`src/rtl/sirt_pkg.sv`:
```
// shared types and constants for the radix text converter
package sirt_pkg;

    localparam int VALUE_W         = 32;
    localparam int CHAR_W          = 8;
    localparam int RADIX_W         = 5;
    localparam int SYM_W           = 64;
    localparam int SYM_COUNT       = 16;
    localparam int CFG_INDEX_W     = 2;
    localparam int DIGIT_W         = 4;
    localparam int DIGIT_DEPTH     = 32;
    localparam int DIGIT_IDX_W     = $clog2(DIGIT_DEPTH);
    localparam int CNT_W           = DIGIT_IDX_W + 1;
    localparam int STEPS_PER_CYCLE = 8;
    localparam int DIGIT_CYCLES    = VALUE_W / STEPS_PER_CYCLE;
    localparam int STEP_CNT_W      = $clog2(DIGIT_CYCLES);
    localparam int MAX_SYMBOLS_DEF = 16;

    localparam logic [CFG_INDEX_W-1:0] REG_RADIX    = 2'd0;
    localparam logic [CFG_INDEX_W-1:0] REG_SYM_LOW  = 2'd1;
    localparam logic [CFG_INDEX_W-1:0] REG_SYM_HIGH = 2'd2;

    localparam logic [CHAR_W-1:0] CHAR_MINUS = 8'h2D;
    localparam logic [CHAR_W-1:0] CHAR_PLUS  = 8'h2B;
    localparam logic [CHAR_W-1:0] CHAR_NUL   = 8'h00;

    typedef logic [1:0] emit_kind_t;
    localparam emit_kind_t EMIT_ERROR = 2'd0;
    localparam emit_kind_t EMIT_MINUS = 2'd1;
    localparam emit_kind_t EMIT_DIGIT = 2'd2;

    typedef struct packed {
        logic       load;
        logic       div_step;
        logic       emit;
        emit_kind_t kind;
    } dp_cmd_t;

    typedef struct packed {
        logic alphabet_ok;
        logic value_neg;
        logic mag_zero;
        logic step_start;
        logic has_digits;
        logic cnt_one;
        logic out_free;
    } dp_status_t;

endpackage

```
`src/rtl/sirt_datapath.sv`:
```
// datapath: config registers, alphabet check, digit divider, digit store, output register
module sirt_datapath #(
    parameter int MAX_SYMBOLS = sirt_pkg::MAX_SYMBOLS_DEF
) (
    input  logic                                clk,
    input  logic                                rst_n,
    input  logic                                cfg_we,
    input  logic [sirt_pkg::CFG_INDEX_W-1:0]    cfg_index,
    input  logic [sirt_pkg::SYM_W-1:0]          cfg_data,
    input  logic [sirt_pkg::VALUE_W-1:0]        value,
    input  sirt_pkg::dp_cmd_t                   cmd,
    output sirt_pkg::dp_status_t                status,
    input  logic                                out_ready,
    output logic                                out_valid,
    output logic [sirt_pkg::CHAR_W-1:0]         out_char,
    output logic                                out_last,
    output logic                                out_err
);
    import sirt_pkg::*;

    logic [RADIX_W-1:0]          radix_reg;
    logic [2*SYM_W-1:0]          symbols_reg;
    logic                        ok_reg;
    logic                        ok_next;
    logic [VALUE_W-1:0]          mag_reg;
    logic [VALUE_W-1:0]          mag_next;
    logic [DIGIT_W-1:0]          rem_reg;
    logic [DIGIT_W-1:0]          rem_next;
    logic                        neg_reg;
    logic [STEP_CNT_W-1:0]       step_reg;
    logic [CNT_W-1:0]            cnt_reg;
    logic [DIGIT_W-1:0]          digits_reg [DIGIT_DEPTH];
    logic                        out_valid_reg;
    logic [CHAR_W-1:0]           out_char_reg;
    logic                        out_last_reg;
    logic                        out_err_reg;
    logic                        out_free;
    logic                        out_load;
    logic [CNT_W-1:0]            rd_cnt;
    logic [DIGIT_W-1:0]          rd_digit;
    logic [CHAR_W-1:0]           rd_char;
    logic                        last_step;

    // config registers
    always_ff @(posedge clk or negedge rst_n)
    begin
        if (!rst_n)
        begin
            radix_reg   <= '0;
            symbols_reg <= '0;
        end
        else if (cfg_we)
        begin
            unique case (cfg_index)
                REG_RADIX:    radix_reg <= cfg_data[RADIX_W-1:0];
                REG_SYM_LOW:  symbols_reg[SYM_W-1:0] <= cfg_data;
                REG_SYM_HIGH: symbols_reg[2*SYM_W-1:SYM_W] <= cfg_data;
                default:      ;
            endcase
        end
    end

    // alphabet check, registered
    always_comb
    begin
        logic [CHAR_W-1:0] si;
        logic              use_i;
        logic              use_j;
        ok_next = (radix_reg >= RADIX_W'(2)) && (radix_reg <= RADIX_W'(MAX_SYMBOLS));
        for (int i = 0; i < MAX_SYMBOLS; i++)
        begin
            si    = symbols_reg[i*CHAR_W +: CHAR_W];
            use_i = RADIX_W'(i) < radix_reg;
            if (use_i && (si == CHAR_NUL || si == CHAR_PLUS || si == CHAR_MINUS))
                ok_next = 1'b0;
            for (int j = i + 1; j < MAX_SYMBOLS; j++)
            begin
                use_j = RADIX_W'(j) < radix_reg;
                if (use_j && si == symbols_reg[j*CHAR_W +: CHAR_W])
                    ok_next = 1'b0;
            end
        end
    end

    always_ff @(posedge clk or negedge rst_n)
    begin
        if (!rst_n)
            ok_reg <= 1'b0;
        else
            ok_reg <= ok_next;
    end

    // restoring division, eight quotient bits a cycle
    always_comb
    begin
        logic [DIGIT_W:0] t;
        rem_next = (step_reg == '0) ? '0 : rem_reg;
        mag_next = mag_reg;
        for (int k = 0; k < STEPS_PER_CYCLE; k++)
        begin
            t        = {rem_next, mag_next[VALUE_W-1]};
            mag_next = {mag_next[VALUE_W-2:0], 1'b0};
            if (t >= (DIGIT_W+1)'(radix_reg))
            begin
                t           = t - (DIGIT_W+1)'(radix_reg);
                mag_next[0] = 1'b1;
            end
            rem_next = t[DIGIT_W-1:0];
        end
    end

    assign last_step = step_reg == STEP_CNT_W'(DIGIT_CYCLES - 1);

    always_ff @(posedge clk)
    begin
        if (cmd.load)
        begin
            mag_reg <= value[VALUE_W-1] ? (~value + VALUE_W'(1)) : value;
            neg_reg <= value[VALUE_W-1];
        end
        else if (cmd.div_step)
        begin
            mag_reg <= mag_next;
            rem_reg <= rem_next;
        end
    end

    always_ff @(posedge clk)
    begin
        if (cmd.div_step && last_step && !cnt_reg[CNT_W-1])
            digits_reg[cnt_reg[DIGIT_IDX_W-1:0]] <= rem_next;
    end

    always_ff @(posedge clk or negedge rst_n)
    begin
        if (!rst_n)
        begin
            step_reg <= '0;
            cnt_reg  <= '0;
        end
        else if (cmd.load)
        begin
            step_reg <= '0;
            cnt_reg  <= '0;
        end
        else if (cmd.div_step)
        begin
            step_reg <= step_reg + STEP_CNT_W'(1);
            if (last_step && !cnt_reg[CNT_W-1])
                cnt_reg <= cnt_reg + CNT_W'(1);
        end
        else if (out_load && cmd.kind == EMIT_DIGIT)
            cnt_reg <= cnt_reg - CNT_W'(1);
    end

    // digit readout
    assign rd_cnt   = cnt_reg - CNT_W'(1);
    assign rd_digit = digits_reg[rd_cnt[DIGIT_IDX_W-1:0]];
    assign rd_char  = symbols_reg[rd_digit*CHAR_W +: CHAR_W];

    // output register
    assign out_free = !out_valid_reg || out_ready;
    assign out_load = cmd.emit && out_free;

    always_ff @(posedge clk or negedge rst_n)
    begin
        if (!rst_n)
            out_valid_reg <= 1'b0;
        else if (out_load)
            out_valid_reg <= 1'b1;
        else if (out_ready)
            out_valid_reg <= 1'b0;
    end

    always_ff @(posedge clk)
    begin
        if (out_load)
        begin
            unique case (cmd.kind)
                EMIT_ERROR:
                begin
                    out_char_reg <= CHAR_NUL;
                    out_last_reg <= 1'b1;
                    out_err_reg  <= 1'b1;
                end
                EMIT_MINUS:
                begin
                    out_char_reg <= CHAR_MINUS;
                    out_last_reg <= 1'b0;
                    out_err_reg  <= 1'b0;
                end
                default:
                begin
                    out_char_reg <= rd_char;
                    out_last_reg <= cnt_reg == CNT_W'(1);
                    out_err_reg  <= 1'b0;
                end
            endcase
        end
    end

    assign out_valid = out_valid_reg;
    assign out_char  = out_char_reg;
    assign out_last  = out_last_reg;
    assign out_err   = out_err_reg;

    assign status.alphabet_ok = ok_reg;
    assign status.value_neg   = neg_reg;
    assign status.mag_zero    = mag_reg == '0;
    assign status.step_start  = step_reg == '0;
    assign status.has_digits  = cnt_reg != '0;
    assign status.cnt_one     = cnt_reg == CNT_W'(1);
    assign status.out_free    = out_free;

endmodule

```
`src/rtl/sirt_ctrl.sv`:
```
// controller state machine for the radix text converter
module sirt_ctrl (
    input  logic                 clk,
    input  logic                 rst_n,
    input  logic                 in_valid,
    output logic                 in_ready,
    input  sirt_pkg::dp_status_t status,
    output sirt_pkg::dp_cmd_t    cmd
);
    import sirt_pkg::*;

    localparam logic [2:0] S_IDLE   = 3'd0;
    localparam logic [2:0] S_CHECK  = 3'd1;
    localparam logic [2:0] S_DIV    = 3'd2;
    localparam logic [2:0] S_SIGN   = 3'd3;
    localparam logic [2:0] S_DIGITS = 3'd4;

    logic [2:0] state_reg;
    logic [2:0] state_next;

    always_ff @(posedge clk or negedge rst_n)
    begin
        if (!rst_n)
            state_reg <= S_IDLE;
        else
            state_reg <= state_next;
    end

    assign in_ready = state_reg == S_IDLE;

    always_comb
    begin
        state_next   = state_reg;
        cmd.load     = 1'b0;
        cmd.div_step = 1'b0;
        cmd.emit     = 1'b0;
        cmd.kind     = EMIT_DIGIT;
        unique case (state_reg)
            S_IDLE:
            begin
                if (in_valid)
                begin
                    cmd.load   = 1'b1;
                    state_next = S_CHECK;
                end
            end
            S_CHECK:
            begin
                if (!status.alphabet_ok)
                begin
                    cmd.emit = 1'b1;
                    cmd.kind = EMIT_ERROR;
                    if (status.out_free)
                        state_next = S_IDLE;
                end
                else
                    state_next = S_DIV;
            end
            S_DIV:
            begin
                // quotient exhausted after at least one digit
                if (status.step_start && status.has_digits && status.mag_zero)
                    state_next = S_SIGN;
                else
                    cmd.div_step = 1'b1;
            end
            S_SIGN:
            begin
                if (status.value_neg)
                begin
                    cmd.emit = 1'b1;
                    cmd.kind = EMIT_MINUS;
                    if (status.out_free)
                        state_next = S_DIGITS;
                end
                else
                    state_next = S_DIGITS;
            end
            S_DIGITS:
            begin
                cmd.emit = 1'b1;
                cmd.kind = EMIT_DIGIT;
                if (status.out_free && status.cnt_one)
                    state_next = S_IDLE;
            end
            default:
                state_next = S_IDLE;
        endcase
    end

endmodule

```
`src/rtl/signed_int_to_radix_text.sv`:
```
// top level of the signed integer to radix text converter
//
//  channel   dir  tdata / payload            handshake
//  s_axis    in   value[31:0]                s_tvalid / s_tready
//  m_axis    out  character[7:0], tlast,     m_tvalid / m_tready
//                 tuser = invalid_base
//  cfg       in   cfg_index, cfg_data[63:0]  cfg_valid / cfg_ready
//
// per value with d digits: a check state, the divider state, a sign state that
// emits a minus for a negative value, and d character beats; when the alphabet
// check fails, a single error beat ends the value instead
// input is taken only while idle; output stalls hold the controller
// the alphabet check is registered from the config registers
// reset clears config to zero and the controller to idle
module signed_int_to_radix_text #(
    parameter int MAX_SYMBOLS = sirt_pkg::MAX_SYMBOLS_DEF
) (
    input  logic                             clk,
    input  logic                             rst_n,
    input  logic                             s_tvalid,
    output logic                             s_tready,
    input  logic [sirt_pkg::VALUE_W-1:0]     s_tdata,   // value[31:0]
    output logic                             m_tvalid,
    input  logic                             m_tready,
    output logic [sirt_pkg::CHAR_W-1:0]      m_tdata,   // character[7:0]
    output logic                             m_tlast,
    output logic                             m_tuser,   // invalid_base
    input  logic                             cfg_valid,
    output logic                             cfg_ready,
    input  logic [sirt_pkg::CFG_INDEX_W-1:0] cfg_index,
    input  logic [sirt_pkg::SYM_W-1:0]       cfg_data
);
    import sirt_pkg::*;

    dp_cmd_t    cmd;
    dp_status_t status;

    assign cfg_ready = 1'b1;

    sirt_ctrl u_ctrl (
        .clk      (clk),
        .rst_n    (rst_n),
        .in_valid (s_tvalid),
        .in_ready (s_tready),
        .status   (status),
        .cmd      (cmd)
    );

    sirt_datapath #(
        .MAX_SYMBOLS (MAX_SYMBOLS)
    ) u_dp (
        .clk       (clk),
        .rst_n     (rst_n),
        .cfg_we    (cfg_valid && cfg_ready),
        .cfg_index (cfg_index),
        .cfg_data  (cfg_data),
        .value     (s_tdata),
        .cmd       (cmd),
        .status    (status),
        .out_ready (m_tready),
        .out_valid (m_tvalid),
        .out_char  (m_tdata),
        .out_last  (m_tlast),
        .out_err   (m_tuser)
    );

endmodule

```
`config.mk`:
```
export PLATFORM = sky130hd
export DESIGN_NAME = signed_int_to_radix_text
export DESIGN_NICKNAME = d
export VERILOG_FILES = /design/src/rtl/sirt_pkg.sv /design/src/rtl/sirt_datapath.sv /design/src/rtl/sirt_ctrl.sv /design/src/rtl/signed_int_to_radix_text.sv
export SDC_FILE = /design/constraint.sdc
export NUM_CORES = 1
export LEC_CHECK = 0
export BUFFER_PORTS_ARGS = -buffer_cell sky130_fd_sc_hd__buf_2
export CORE_MARGIN = 4
export CORE_UTILIZATION = 40
export DETAILED_ROUTE_END_ITERATION = 6
export GPL_TIMING_DRIVEN = 0
export HOLD_SLACK_MARGIN = 0.08
export PLACE_DENSITY = 0.65
export SLEW_MARGIN = 25
export SYNTH_ARGS = -nofsm -noshare
export SYNTH_HDL_FRONTEND = slang
export SYNTH_SLANG_ARGS = --single-unit
```
`constraint.sdc`:
```
create_clock -name clk -period 13.5 [get_ports clk]
set_input_delay 1.35 -clock clk [delete_from_list [all_inputs] [get_ports clk]]
set_output_delay 1.35 -clock clk [all_outputs]
set_load 0.005 [all_outputs]
```
==> metrics.md <==
| Metric | Value |
|---|---|
| Outcome | finished with violations |
| Failing checks | DRC |
| Hold crit path type | reg -> reg |
| Number of synthesized flops with an enable pin | 175 |
| Crit Reg-Reg Endpoint | u_dp.digits_reg[8][2]$_DFFE_PP_ |
| Required time reported for the critical path endpoint | 13.80 ns |
| Measured slew at the worst slew-check pin | 1.22 ns |
| Average instance area after synthesis | 9.85 um2 |
| Root Buffer | clkbuf_16 |
| Mean number of vias per cell | 6.24 |
| Cell taking the most area after synthesis | edfxtp_1 |
| Cell variety after synth | 77 |
| Slowest-stage cell, CP | clkbuf_1 |
| Critical path data arrival time | 12.98 ns |
| TritonCTS clock tree | done |
| Max Transition Viols Final | 0 |
| Clk_skew | 0.0232 ns |
| Count of clock tree sinks | 321 |
| F_max | 78.8 MHz |
| Proportion of register bits with asynchronous set or reset after synthesis | 0.455 |
| Remaining antenna violation count after routing | 0 |
| Total GRT Usage | 0.328 |
| YS warnings | 0 |
| Clock buffer count from CTS | 39 |
| Final Cycle Share | 0.940 |
| Final setup violation count | 0 |
| Layout net count | 3301 |
| Most instantiated library cell after synthesis | xnor2_1 |
| Top-Level Pins | 116 |
| Insertion delay of the later-clocked pin in the worst-skew pair | 0.59 ns |
| Initial core utilization | 0.405 |
| Row count | 98 |
| Worst hold slack after final layout | 0.529 ns |
| Top-area cell type share of the netlist area | 0.181 |
| Hold EP | u_dp.step_reg[0]$_DFFE_PN0N_ |
| Wire length reported by the detailed router | 132000 um |
| Via count | 25800 |
| Worst-case register-to-register setup slack | 0.81 ns |
| Maximum cell stage delay along the critical path | 0.44 ns |
| Sequential element share of the synthesized area | 0.306 |
| Core Footprint | 0.0717 mm2 |
| Synth Cell Area | 0.0291 mm2 |
| Clock edge transition at the registers on the reported setup and hold paths | 0.06 ns |
| Syn Inst Count | 2953 |
| Number of antenna violations at the first check in global routing | 4 |
| Worst slew slack as a fraction of its limit | 0.179 |
| Pin count of the biggest net entering global routing | 78 |
| Largest cells by area after synthesis | edfxtp_1 (18%), xnor2_1 (17%), xor2_1 (14%) |
| Number of maximum-capacitance violations | 0 |
| Reg-to-reg critical path startpoint | u_dp.radix_reg[2]$_DFFE_PN0P_ |
| Number of endpoints with negative hold slack in the final report | 0 |
| Number of cells on the worst hold path | 1 |
| Synthesized flop and latch total | 321 |
| Cell repeated most along the worst path | ha_1 |
| Wire length per cell after detailed routing | 32.0 um |
| Initial DRC Count | 3601 |
| Setup Crit Path Kind | reg -> reg |
| Routability congestion estimate from global placement | 1.09 |
| Standard cell area after detailed placement | 0.0311 mm2 |
| Shortest clock period the worst path allows after layout | 12.69 ns |
| Area growth, synth to finish | 12.8% |
| Chip Height | 278 um |
| Number of cell instances on the worst register-to-register path | 59 |
| Post-route standard cell area excluding fillers | 0.0328 mm2 |
| Startpoint type of the worst setup path | flip-flop |
| Input/output buffers | 114 |
| Top cell types by occurrence after synthesis | xnor2_1 (556), xor2_1 (467), edfxtp_1 (175) |
| Detailed placement HPWL | 90500 um |
| Worst Min Path Start | u_dp.step_reg[0]$_DFFE_PN0N_ |
| Post-route DRC | 1 |
| Area enclosed by the die boundary | 0.0771 mm2 |
| H-tree levels | 2 |
| Global route overflow | 0 |
| Layout cells sized above 1 | 0.175 |
| Wire length of the first global-routing pass | 184000 um |
| Pre-antenna DRT Iters | 7 |
| Die Span X | 278 um |
| Via count of the first global-routing pass | 24600 |
| Commonest register cell after synthesis | edfxtp_1 |
| Count of hold buffers inserted by post-cts repair | 0 |
| Post-synthesis net count | 3111 |
| Largest fanout on the critical path | 10 |
| Longest Clk Path Bufs | 3 |
| Critical path endpoint category | flip-flop |
-- routing by layer --
layer / vias to the layer above / global-route usage / wire length [um]
met1: 12500 / 0.409 / 48400
met2: 1954 / 0.491 / 56100
met5: - / 0 / 26
met4: 4 / 0.199 / 10300
li1: 10700 / - / -
met3: 602 / 0.110 / 17300
-- cells by family after synthesis --
family / share of synthesized area
XOR/XNOR: 0.309
AND/OR/NAND/NOR: 0.121
buffers and inverters: 0.0591
flip-flops: 0.306
multiplexers: 0.122
AO/OA/AOI/OAI: 0.0571
adder cells (fa/ha/maj): 0.0257
other: 0.000129
-- timing repair --
item,4_1_cts,5_1_grt
setup endpoints to repair,133,133
endpoints found under the hold margin,0,0
gates resized for setup,21,21
cloned,6,2
pin swaps,1,7
setup buffers,12,9
-- critical path: cells and delay by family (launching register included) --
family,cells,cell delay (ns)
AO/OA/AOI/OAI,25,4.15
adder cells (fa/ha/maj),8,2.46
buffers and inverters,3,0.78
flip-flops,1,0.31
multiplexers,3,1.04
AND/OR/NAND/NOR,20,3.62
-- stage by stage --
step | setup TNS, ns | worst slack, ns | instances | utilization
after floorplan | -0.412 | -0.00630 | 2953 | -
after global placement | -285.25 | -2.98 | 4017 | 0.430
after detailed placement | -200.64 | -1.62 | 4026 | 0.433
after CTS | 0 | 0.00940 | 4114 | 0.455
after global routing | -0.0380 | -0.00833 | 4123 | 0.457
final | 0 | 0.813 | 4125 | 0.457
-- cells in the final DEF (no fill, tap or decap), drive strengths merged, types with 16 or more instances in the layout --
master,synthesis,final
mux4,32,32
mux2i,105,105
nand2,109,109
a31oi,26,26
xor2,468,468
or4,17,17
nand3,37,37
edfxtp,175,175
o21ai,96,96
xnor2,556,556
clkbuf,172,227
nand4,148,148
nor3,50,50
inv,46,47
ha,47,47
nor4,137,137
buf,146,282
a21oi,38,38
nor2b,16,16
dfrtp,146,146
mux2,148,155
nor2,78,78
-- worst max-delay path by stage --
| stage | start | endpoint | slack (ns) | cells after the start |
|---|---|---|---|---|
| 2_1_floorplan | u_dp.radix_reg[1]$_DFFE_PN0P_ | u_dp.digits_reg[0][0]$_DFFE_PP_ | -0.006 | 63 |
| 3_3_place_gp | u_dp.radix_reg[1]$_DFFE_PN0P_ | u_dp.digits_reg[23][0]$_DFFE_PP_ | -2.98 | 63 |
| 3_5_place_dp | u_dp.radix_reg[1]$_DFFE_PN0P_ | u_dp.digits_reg[18][3]$_DFFE_PP_ | -1.62 | 63 |
| 4_1_cts | u_dp.step_reg[0]$_DFFE_PN0N_ | u_dp.digits_reg[9][0]$_DFFE_PP_ | 0.009 | 66 |
| 5_1_grt | u_dp.step_reg[0]$_DFFE_PN0N_ | u_dp.digits_reg[9][0]$_DFFE_PP_ | -0.008 | 63 |
| 6_report | u_dp.radix_reg[2]$_DFFE_PN0P_ | u_dp.digits_reg[8][2]$_DFFE_PP_ | 0.81 | 59 |
-- layout make-up --
class	instances	area [um2]
repair buffers	145	896
clock buffers	50	1090
plain buffers	315	1610
well taps	950	1190
inverters	46	184
multi-input cells	2275	18700
clock inverters	21	223
flip-flops and latches	321	8910
fillers	6874	38900
diodes	2	5.00
Power is not shown: default switching activity piles up to over one toggle a cycle in this logic, so the estimate is an artifact.
